===== config.mk =====
export PLATFORM = sky130hd
export DESIGN_NAME = running_median_time_past
export DESIGN_NICKNAME = d
export VERILOG_FILES = /design/src/sv/rmtp_pkg.sv /design/src/sv/rmtp_cell.sv /design/src/sv/running_median_time_past.sv
export SDC_FILE = /design/constraint.sdc
export NUM_CORES = 2
export LEC_CHECK = 0
export BUFFER_PORTS_ARGS = -buffer_cell sky130_fd_sc_hd__buf_4
export CORE_ASPECT_RATIO = 0.75
export CORE_MARGIN = 3
export CORE_UTILIZATION = 52
export CTS_CLUSTER_SIZE = 20
export DETAILED_ROUTE_END_ITERATION = 6
export GPL_ROUTABILITY_DRIVEN = 0
export GPL_TIMING_DRIVEN = 0
export HOLD_SLACK_MARGIN = 0.15
export PLACE_DENSITY = 0.75
export SLEW_MARGIN = 10
export SYNTH_ARGS = -nofsm -noshare
export SYNTH_HDL_FRONTEND = slang
export SYNTH_HIERARCHICAL = 1
export SYNTH_SLANG_ARGS = --single-unit

===== constraint.sdc =====
create_clock -name clk -period 12.18 [get_ports clk]
set_input_delay 2.436 -clock clk [delete_from_list [all_inputs] [get_ports clk]]
set_output_delay 2.436 -clock clk [all_outputs]
set_load 0.01 [all_outputs]

===== src/sv/rmtp_pkg.sv =====
// rmtp_pkg: shared types and constants for the running median block
// used by rmtp_cell and running_median_time_past; no dependencies
`timescale 1ns / 1ps

package rmtp_pkg;

	localparam int TIME_W = 32;
	localparam int FILL_W = 4;
	localparam int OUT_W  = 40;

	// what one cell shows its neighbors in the sorted chain
	typedef struct packed {
		logic [TIME_W-1:0] value;
		logic              valid;
		logic              cmp;        // valid and value <= incoming time
		logic              del_chain;  // oldest entry sits here or below
	} rmtp_link_t;

endpackage


===== src/sv/rmtp_cell.sv =====
// rmtp_cell: one slot of the sorted timestamp chain with its age
// depends on rmtp_pkg
`timescale 1ns / 1ps

module rmtp_cell #(
	parameter int WINDOW = 11,
	parameter int AGE_W  = 4
) (
	input  logic                      clk,
	input  logic                      arst_n,
	input  logic                      ins,
	input  logic [rmtp_pkg::TIME_W-1:0] new_value,
	input  rmtp_pkg::rmtp_link_t      lo_link,
	input  logic [AGE_W-1:0]          lo_age,
	input  rmtp_pkg::rmtp_link_t      up_link,
	input  logic [AGE_W-1:0]          up_age,
	output rmtp_pkg::rmtp_link_t      link,
	output logic [AGE_W-1:0]          age
);

	logic [rmtp_pkg::TIME_W-1:0] value_q;
	logic                        valid_q;
	logic [AGE_W-1:0]            age_q;
	logic                        del;
	logic                        at_or_below;
	logic                        take_up;
	logic                        take_down;
	logic                        put_new;

	assign link.value     = value_q;
	assign link.valid     = valid_q;
	assign link.cmp       = valid_q && (value_q <= new_value);
	assign del            = valid_q && (age_q == AGE_W'(WINDOW - 1));
	assign at_or_below    = del || lo_link.del_chain;
	assign link.del_chain = at_or_below;
	assign age            = age_q;

	// removal of the oldest closes the gap from above, insertion opens one
	assign take_up   = at_or_below && up_link.cmp;
	assign put_new   = (at_or_below && link.cmp && !up_link.cmp)
		|| (!lo_link.del_chain && !link.cmp && lo_link.cmp);
	assign take_down = !lo_link.del_chain && !lo_link.cmp;

	always_ff @(posedge clk or negedge arst_n) begin
		if (!arst_n) begin
			valid_q <= 1'b0;
			age_q   <= '0;
		end else if (ins) begin
			if (put_new) begin
				valid_q <= 1'b1;
				age_q   <= '0;
			end else if (take_up) begin
				valid_q <= up_link.valid;
				age_q   <= up_age + AGE_W'(1);
			end else if (take_down) begin
				valid_q <= lo_link.valid;
				age_q   <= lo_age + AGE_W'(1);
			end else begin
				age_q   <= age_q + AGE_W'(1);
			end
		end
	end

	always_ff @(posedge clk) begin
		if (ins) begin
			if (put_new) begin
				value_q <= new_value;
			end else if (take_up) begin
				value_q <= up_link.value;
			end else if (take_down) begin
				value_q <= lo_link.value;
			end
		end
	end

endmodule


===== src/sv/running_median_time_past.sv =====
// running_median_time_past: top level of the sliding-window timestamp median
// depends on rmtp_pkg and rmtp_cell
`timescale 1ns / 1ps

// The block takes one unsigned 32-bit block timestamp per request and answers
// each with one result: the median of the last WINDOW timestamps (all of them
// while fewer have arrived), i.e. the sorted element at index count/2, plus
// the number of timestamps now held. The window lives in a row of WINDOW cells
// kept in ascending order; every cell tags its entry with an age. On a request
// each cell decides from its own compare and its neighbors' flags whether to
// keep its entry, take the neighbor above (the oldest entry left the chain
// below it), take the neighbor below (the new timestamp went in below it) or
// load the new timestamp, so the oldest entry drops out and the new one is
// placed on the same clock edge. The next clock reads the cell at count/2 into the
// output register. One request is in flight at a time: the result is valid once
// it is in the output register, and a new request is accepted only after the
// previous one has reached it and its result is leaving or gone. No clearing pass
// is needed after reset; empty cells are simply marked invalid.

module running_median_time_past #(
	parameter int WINDOW = 11
) (
	input  logic        clk,
	input  logic        arst_n,
	input  logic        s_axis_tvalid,
	output logic        s_axis_tready,
	input  logic [31:0] s_axis_tdata,   // [31:0] block_time
	output logic        m_axis_tvalid,
	input  logic        m_axis_tready,
	output logic [39:0] m_axis_tdata    // [31:0] median_time, [35:32] window_fill, [39:36] zero
);

	localparam int AGE_W  = (WINDOW > 1) ? $clog2(WINDOW) : 1;
	localparam int IDX_W  = AGE_W;
	localparam int CNT_W  = $clog2(WINDOW + 1);

	// chain links: index i is what cell i shows; the ends are fixed
	rmtp_pkg::rmtp_link_t links [WINDOW];
	logic [AGE_W-1:0]     ages  [WINDOW];

	logic                 in_acc;
	logic                 out_acc;
	logic                 pend_q;
	logic                 m_valid_q;
	logic [CNT_W-1:0]     fill_q;
	logic [CNT_W-1:0]     half;
	logic [IDX_W-1:0]     med_idx;
	logic [rmtp_pkg::TIME_W-1:0] med_time_q;
	logic [rmtp_pkg::FILL_W-1:0] fill_out_q;

	assign in_acc        = s_axis_tvalid && s_axis_tready;
	assign out_acc       = m_valid_q && m_axis_tready;
	// accept only with nothing in flight and the output free or draining now
	assign s_axis_tready = !pend_q && (!m_valid_q || m_axis_tready);

	// sorted cell row
	for (genvar i = 0; i < WINDOW; i++) begin : g_cell
		rmtp_pkg::rmtp_link_t lo_l;
		rmtp_pkg::rmtp_link_t up_l;
		logic [AGE_W-1:0]     lo_a;
		logic [AGE_W-1:0]     up_a;

		if (i == 0) begin : g_bottom
			// below the first cell: everything compares low, nothing deleted
			assign lo_l = '{value: '0, valid: 1'b0, cmp: 1'b1, del_chain: 1'b0};
			assign lo_a = '0;
		end else begin : g_lower
			assign lo_l = links[i-1];
			assign lo_a = ages[i-1];
		end

		if (i == WINDOW - 1) begin : g_top
			assign up_l = '{value: '0, valid: 1'b0, cmp: 1'b0, del_chain: 1'b0};
			assign up_a = '0;
		end else begin : g_upper
			assign up_l = links[i+1];
			assign up_a = ages[i+1];
		end

		rmtp_cell #(
			.WINDOW(WINDOW),
			.AGE_W (AGE_W)
		) u_cell (
			.clk      (clk),
			.arst_n   (arst_n),
			.ins      (in_acc),
			.new_value(s_axis_tdata),
			.lo_link  (lo_l),
			.lo_age   (lo_a),
			.up_link  (up_l),
			.up_age   (up_a),
			.link     (links[i]),
			.age      (ages[i])
		);
	end

	// fill count saturates at the window length
	always_ff @(posedge clk or negedge arst_n) begin
		if (!arst_n) begin
			fill_q <= '0;
		end else if (in_acc && (fill_q != CNT_W'(WINDOW))) begin
			fill_q <= fill_q + CNT_W'(1);
		end
	end

	// request in the chain this cycle, result loads next edge
	always_ff @(posedge clk or negedge arst_n) begin
		if (!arst_n) begin
			pend_q    <= 1'b0;
			m_valid_q <= 1'b0;
		end else begin
			pend_q <= in_acc;
			if (pend_q) begin
				m_valid_q <= 1'b1;
			end else if (out_acc) begin
				m_valid_q <= 1'b0;
			end
		end
	end

	// median sits at sorted index count/2
	assign half    = fill_q >> 1;
	assign med_idx = half[IDX_W-1:0];

	always_ff @(posedge clk) begin
		if (pend_q) begin
			med_time_q <= links[med_idx].value;
			fill_out_q <= rmtp_pkg::FILL_W'(fill_q);
		end
	end

	assign m_axis_tvalid = m_valid_q;
	assign m_axis_tdata  = {4'b0000, fill_out_q, med_time_q};

endmodule


* Yosys cells after proc, flatten, opt, wreduce, memory -nomap -nowiden
Cells that the tools add are included.
** Cells by class
- Equality and inequality tests :: 12
- Multiplexer cells :: 98
- $add $sub $neg :: 12
- Reduce and logical (&&, ||, !) cells :: 155
- Order comparisons :: 12
- Bitwise gates (word level) :: 1
** Operators by type and width (number)
- two-way mux 32 bit :: 31
- less-or-equal comparator 32 bit :: 11
- binary-select mux 35 bit (select 4 bit) :: 1
- two-way mux 4 bit :: 31
- logical AND 1 bit :: 87
- two-way mux 35 bit :: 2
- adder 4 x 1 -> 4 bit (second input constant) :: 12
- == test 4 bit (second input constant) :: 11
- two-way mux 1 bit :: 33
- nonzero test 3 bit :: 9
- zero test 1 bit :: 23
- logical OR 1 bit :: 22
- AND reduction 2 bit :: 11
- nonzero test 2 bit :: 3
- greater-or-equal comparator 5 bit (second input constant) :: 1
- inverter 3 -> 5 bit :: 1
- != test 4 bit (second input constant) :: 1
** Word-level totals
- Register bits :: 449
- Output and inout bits :: 42
- Word-level logic and storage cells :: 328
- Bits of input ports :: 36

* Depth between registers and ports, before layout
- Depth in word-level cells :: 17
- Depth in mapped cells :: 30
- Mapped depth without buffers :: 19

* By module
Netlist, hierarchy kept.
** By module, submodules not included
- rmtp_cell :: area each 2977.9 um2, cells an instance 277, instances 11, seq. area each 1086.0 um2
- running_median_time_past :: area each 3308.2 um2, cells an instance 178, instances 1, seq. area each 1231.2 um2

* Worst setup path before layout
OpenSTA, ideal clock, no wires.
- Path kind :: register -> register
- From :: reg g_cell[0].u_cell.age_q[1]
- To :: reg g_cell[10].u_cell/value_q[0] (netlist bit), data pin
- Arrival :: 6009 ps
- Setup slack :: 5911 ps
- Required time :: 11920 ps
- Library setup time :: 260 ps
- Clock period less this slack :: 6269 ps
- Path buffers :: 10
- Stages on the path, launching flop included :: 27
- Path through :: dfrtp_1 > nand4b_1 > nor2_1 > or2_2 > buf_4 > or2_2 > buf_4 > or2_2 > buf_4 > or2_2 > buf_4 > or2_2 > buf_4 > or2_2 > buf_4 > or2_2 > buf_4 > or2_2 > buf_4 > or2_2 > buf_4 > or2_2 > buf_4 > or2_2 > nor2b_1 > mux2i_4 > mux2_4
** Between the ends
- Elaborated cells between the ends (all ways) :: 18
- Classes of those cells :: 1 x eq/ne; 1 x mux; 16 x reduce/logical
** RTL lines
- start, declared :: line rmtp_cell.sv:23 : logic [AGE_W-1:0] age_q;
- start signal, assigned :: line rmtp_cell.sv:54 : age_q <= up_age + AGE_W'(1);
- start signal, assigned :: line rmtp_cell.sv:57 : age_q <= lo_age + AGE_W'(1);
- start signal, assigned :: line rmtp_cell.sv:59 : age_q <= age_q + AGE_W'(1);
- == test 4 bit :: line rmtp_cell.sv:33 : assign del = valid_q && (age_q == AGE_W'(WINDOW - 1));
- logical AND 1 bit :: line rmtp_cell.sv:33
- named net g_cell[0].u_cell.at_or_below :: line rmtp_cell.sv:25 : logic at_or_below;
- logical OR 1 bit :: line rmtp_cell.sv:34 : assign at_or_below = del || lo_link.del_chain;
- named net g_cell[1].u_cell.at_or_below :: line rmtp_cell.sv:25
- logical OR 1 bit :: line rmtp_cell.sv:34
- named net g_cell[2].u_cell.at_or_below :: line rmtp_cell.sv:25
- logical OR 1 bit :: line rmtp_cell.sv:34
- named net g_cell[3].u_cell.at_or_below :: line rmtp_cell.sv:25
- [... 1 more ...]
- named net g_cell[4].u_cell.at_or_below :: line rmtp_cell.sv:25
- [... 1 more ...]
- named net g_cell[5].u_cell.at_or_below :: line rmtp_cell.sv:25
- [... 1 more ...]
- named net g_cell[6].u_cell.at_or_below :: line rmtp_cell.sv:25
- [... 1 more ...]
- named net g_cell[7].u_cell.at_or_below :: line rmtp_cell.sv:25
- [... 1 more ...]
- named net g_cell[8].u_cell.at_or_below :: line rmtp_cell.sv:25
- logical OR 1 bit :: line rmtp_cell.sv:34
- named net g_cell[9].u_cell.at_or_below :: line rmtp_cell.sv:25
- logical OR 1 bit :: line rmtp_cell.sv:34
- named net g_cell[10].u_cell.at_or_below :: line rmtp_cell.sv:25
- logical AND 1 bit :: line rmtp_cell.sv:40 : assign put_new = (at_or_below && link.cmp && !up_link.cmp)
- logical OR 1 bit :: line rmtp_cell.sv:41 : || (!lo_link.del_chain && !link.cmp && lo_link.cmp);
- two-way mux 32 bit :: line rmtp_cell.sv:66 : if (put_new) begin
- end signal, assigned :: line rmtp_cell.sv:67 : value_q <= new_value;
- end signal, assigned :: line rmtp_cell.sv:69 : value_q <= up_link.value;
- end signal, assigned :: line rmtp_cell.sv:71 : value_q <= lo_link.value;
- end, declared :: line rmtp_cell.sv:21 : logic [rmtp_pkg::TIME_W-1:0] value_q;
The timed path passes the listed nets, and every way through them passes these cells.
A chain may end at the register's enable or synchronous reset.

* Final worst setup path
- From :: reg g_cell[0].u_cell.valid_q
- To :: reg g_cell[9].u_cell.age_q[2]
** Between the ends
- Cells in the longest elaborated chain, start to end :: 14
- Elaborated cells between the ends (all ways) :: 21
- Classes of those cells :: 3 x mux; 18 x reduce/logical
** Ends and longest elaborated chain
- start, declared :: line rmtp_cell.sv:22 : logic valid_q;
- start signal, assigned :: line rmtp_cell.sv:53 : valid_q <= up_link.valid;
- start signal, assigned :: line rmtp_cell.sv:56 : valid_q <= lo_link.valid;
- logical AND 1 bit (*) :: line rmtp_cell.sv:33
- named net g_cell[0].u_cell.at_or_below :: line rmtp_cell.sv:25
- logical OR 1 bit (*) :: line rmtp_cell.sv:34
- named net g_cell[1].u_cell.at_or_below :: line rmtp_cell.sv:25
- logical OR 1 bit (*) :: line rmtp_cell.sv:34
- named net g_cell[2].u_cell.at_or_below :: line rmtp_cell.sv:25
- logical OR 1 bit (*) :: line rmtp_cell.sv:34
- named net g_cell[3].u_cell.at_or_below :: line rmtp_cell.sv:25
- [... 1 more ...]
- named net g_cell[4].u_cell.at_or_below :: line rmtp_cell.sv:25
- [... 1 more ...]
- named net g_cell[5].u_cell.at_or_below :: line rmtp_cell.sv:25
- [... 1 more ...]
- named net g_cell[6].u_cell.at_or_below :: line rmtp_cell.sv:25
- [... 1 more ...]
- named net g_cell[7].u_cell.at_or_below :: line rmtp_cell.sv:25
- logical OR 1 bit (*) :: line rmtp_cell.sv:34
- named net g_cell[8].u_cell.at_or_below :: line rmtp_cell.sv:25
- zero test 1 bit / logical OR 1 bit (equally long branches) :: line rmtp_cell.sv:41, rmtp_cell.sv:42, rmtp_cell.sv:34
- logical AND 1 bit (on tied branches) :: line rmtp_cell.sv:42, rmtp_cell.sv:40, rmtp_cell.sv:41
- two-way mux 4 bit (tied with other cells) :: line rmtp_cell.sv:55 : end else if (take_down) begin
- two-way mux 4 bit / logical OR 1 bit (equally long branches) :: line rmtp_cell.sv:52, rmtp_cell.sv:41
- two-way mux 4 bit (*) :: line rmtp_cell.sv:49 : if (put_new) begin
- end signal, assigned :: line rmtp_cell.sv:54
- end signal, assigned :: line rmtp_cell.sv:57
- end signal, assigned :: line rmtp_cell.sv:59
- end, declared :: line rmtp_cell.sv:23
The timed path passes the listed nets; every way through them passes the cells marked *.

==> metrics.yaml <==
rows: 82
slew_violations: 0
finalNonFillerCells: 4369
peakVddDrop_uv: 130
arrival_ns: 7.53
seqCellArea_um2: 13200
worst-path-max-fanout: 10
syn_inst: 3224
io_buffers: 73
slew_headroom_pct: 27.0
cp.required_ns: 12.69
ctsHoldBuffers: 0
core_um2: 67700
finClkSkew_ns: 0.0192
die_x_um: 310
status: "finished, final reports clean"
grt_antenna_before_repair: 4
dp.cells: 4278
hold_path_class: "register to register"
path_clk_slew_ns: 0.06
drive_gt1_share_pct: 13.0
area_delta_synth_final_pct: 10.3
synth_warnings: 6
clock.fmax_mhz: 143
grt_pass1_wl_mm: 152
reg2reg_from: "g_cell[0].u_cell/valid_q"
cts_max_level: 2
avgViaCountPerCell: 6.00
worst-setup-path-type: "register to register"
grt_max_degree: 62
cts_setup_buffers: 0
setup_viol: 0
p_leak_nw: 19.5
vias: 26200
die-area_um2: 72600
reg2reg_setup_slack_ns: 5.16
drtPass1Iterations: 5
drc: 0
holdPathStages: 0
setup_tns_ns: 0
hold_start: "fill_q[2]"
grt_pass1_vias: 25800
ios: 78
rr_worst_depth: 27
grt_overflow: 0
drv_cap: 0
ctsResizeCount: 0
routedWlPerCell_um: 22.8
cts_sinks: 449
min_period_ns: 7.02
syn_area_um2: 36100
dp_hpwl_mm: 78.7
hold-path-endpoint: "fill_out_q[2]"
worstReg2RegEnd: "g_cell[9].u_cell/age[2]"
cts-root-buf: "clkbuf_16"
grt_usage_pct: 27.2
cts_tree: "yes"
period_share_pct: 57.6
multi_input_area_um2: 20600
fp.dieH_um: 234
drtIter0Drc: 2501
fillers: 5672
wl_mm: 99.5
initial_core_util_pct: 53.2
startpoint_type: "register"
cts_made_buffers: 49
insertion_delay_ns: 0.62
antenna_left: 0
syn_area_per_cell_um2: 11.2
cp-end-kind: "register"
powerDensity_nw_per_um2: 246
cts_buffer_depth: 3
rsz0062_at_grt: "no"
worst_pin_slew_ns: 1.09
fin_nets: 3847
hold_violations: 0
==> critical path: stages, from the launching register on <==
cell      delay, ns
dfrtp_1        0.46
nand4b_1       0.13
nor2_1         0.07
or2_2          0.29
buf_4          0.15
or2_2          0.30
buf_4          0.15
or2_2          0.29
buf_4          0.15
or2_2          0.30
buf_4          0.15
or2_2          0.30
buf_4          0.15
or2_2          0.30
buf_4          0.15
or2_2          0.29
buf_4          0.15
or2_2          0.30
buf_4          0.15
or2_2          0.30
buf_4          0.15
o21ai_1        0.45
clkbuf_1       0.59
buf_2          0.45
a21oi_1        0.12
ha_1           0.22
xor2_1         0.16
a31o_2         0.24
==> metrics by stage <==
stage | total power (W) | setup slack, ns | utilization, % | instance area [um^2] | hold WS (ns)
2_1_floorplan | 0.00680 | 5.93 | - | 36400 | 0.423
3_3_place_gp | 0.00805 | 5.28 | 56.2 | 38100 | 0.429
3_5_place_dp | 0.00820 | 5.25 | 56.5 | 38200 | 0.444
4_1_cts | 0.00972 | 5.24 | 58.7 | 39800 | 0.450
5_1_grt | 0.0104 | 4.91 | 58.7 | 39800 | 0.476
6_report | 0.00979 | 5.16 | 58.7 | 39800 | 0.448
==> metal layers <==
| layer | track usage (%) | share of wire (%) |
|---|---|---|
| met1 | 40.1 | 46 |
| met5 | 0 | 0.0070 |
| met3 | 4.95 | 8.6 |
| met2 | 41.8 | 44 |
| met4 | 5.82 | 1.9 |
==> power breakdown <==
part           internal, W  switching [W]  leakage, nW
logic              0.00249        0.00273         14.4
clock network     0.000822       0.000662        0.753
registers          0.00250       0.000586         4.36
==> registers in the layout, summed over array words and instances (netlist names) <==
register	count
fill_out_q	4
fill_q	4
g_cell.u_cell/age	44
g_cell.u_cell/valid_q	11
g_cell.u_cell/value_q	352
m_axis_tvalid	1
med_time_q	32
pend_q	1
==> placed cells by master, fill, tap and decap left out, types with 12 or more instances in the layout <==
master / n
nand3_1: 58
a31o_2: 44
nor2_1: 89
buf_4: 98
a31oi_1: 22
edfxtp_1: 388
and3_1: 12
a21oi_1: 187
a21o_1: 22
nand2b_1: 46
xor2_1: 33
inv_1: 375
o21ai_1: 22
nor3_1: 22
nor2b_1: 67
ha_1: 364
o21ai_0: 66
clkbuf_16: 54
nand4_1: 55
buf_2: 17
buf_12: 34
xnor2_1: 13
mux2i_1: 715
mux4_2: 61
mux2_2: 44
conb_1: 94
nand3b_1: 23
clkbuf_1: 63
dfrtp_1: 60
nand2_1: 165
==> final cells by class <==
class | instances | area share (%)
Multi-Input combinational cell | 2361 | 51.9
Sequential cell | 449 | 33.1
Clock buffer | 71 | 3.63
Inverter | 375 | 3.54
Buffer | 131 | 2.97
Tap cell | 882 | 2.77
Timing Repair Buffer | 80 | 1.84
Clock inverter | 19 | 0.226
Antenna cell | 1 | 0.00629
==> worst max-delay path by stage <==
stage                                   from  slack [ns]                           end  depth (start not counted)
finish              g_cell[0].u_cell/valid_q        5.16       g_cell[9].u_cell/age[2]                         27
global route        g_cell[0].u_cell/valid_q        4.91       g_cell[9].u_cell/age[2]                         27
CTS                  g_cell[0].u_cell/age[1]        5.24       g_cell[9].u_cell/age[2]                         27
detailed placement  g_cell[0].u_cell/valid_q        5.25       g_cell[9].u_cell/age[2]                         27
global placement    g_cell[0].u_cell/valid_q        5.28       g_cell[9].u_cell/age[2]                         27
floorplan            g_cell[0].u_cell/age[1]        5.93  g_cell[10].u_cell/value_q[0]                         26
(Power assumes the default switching activity.)
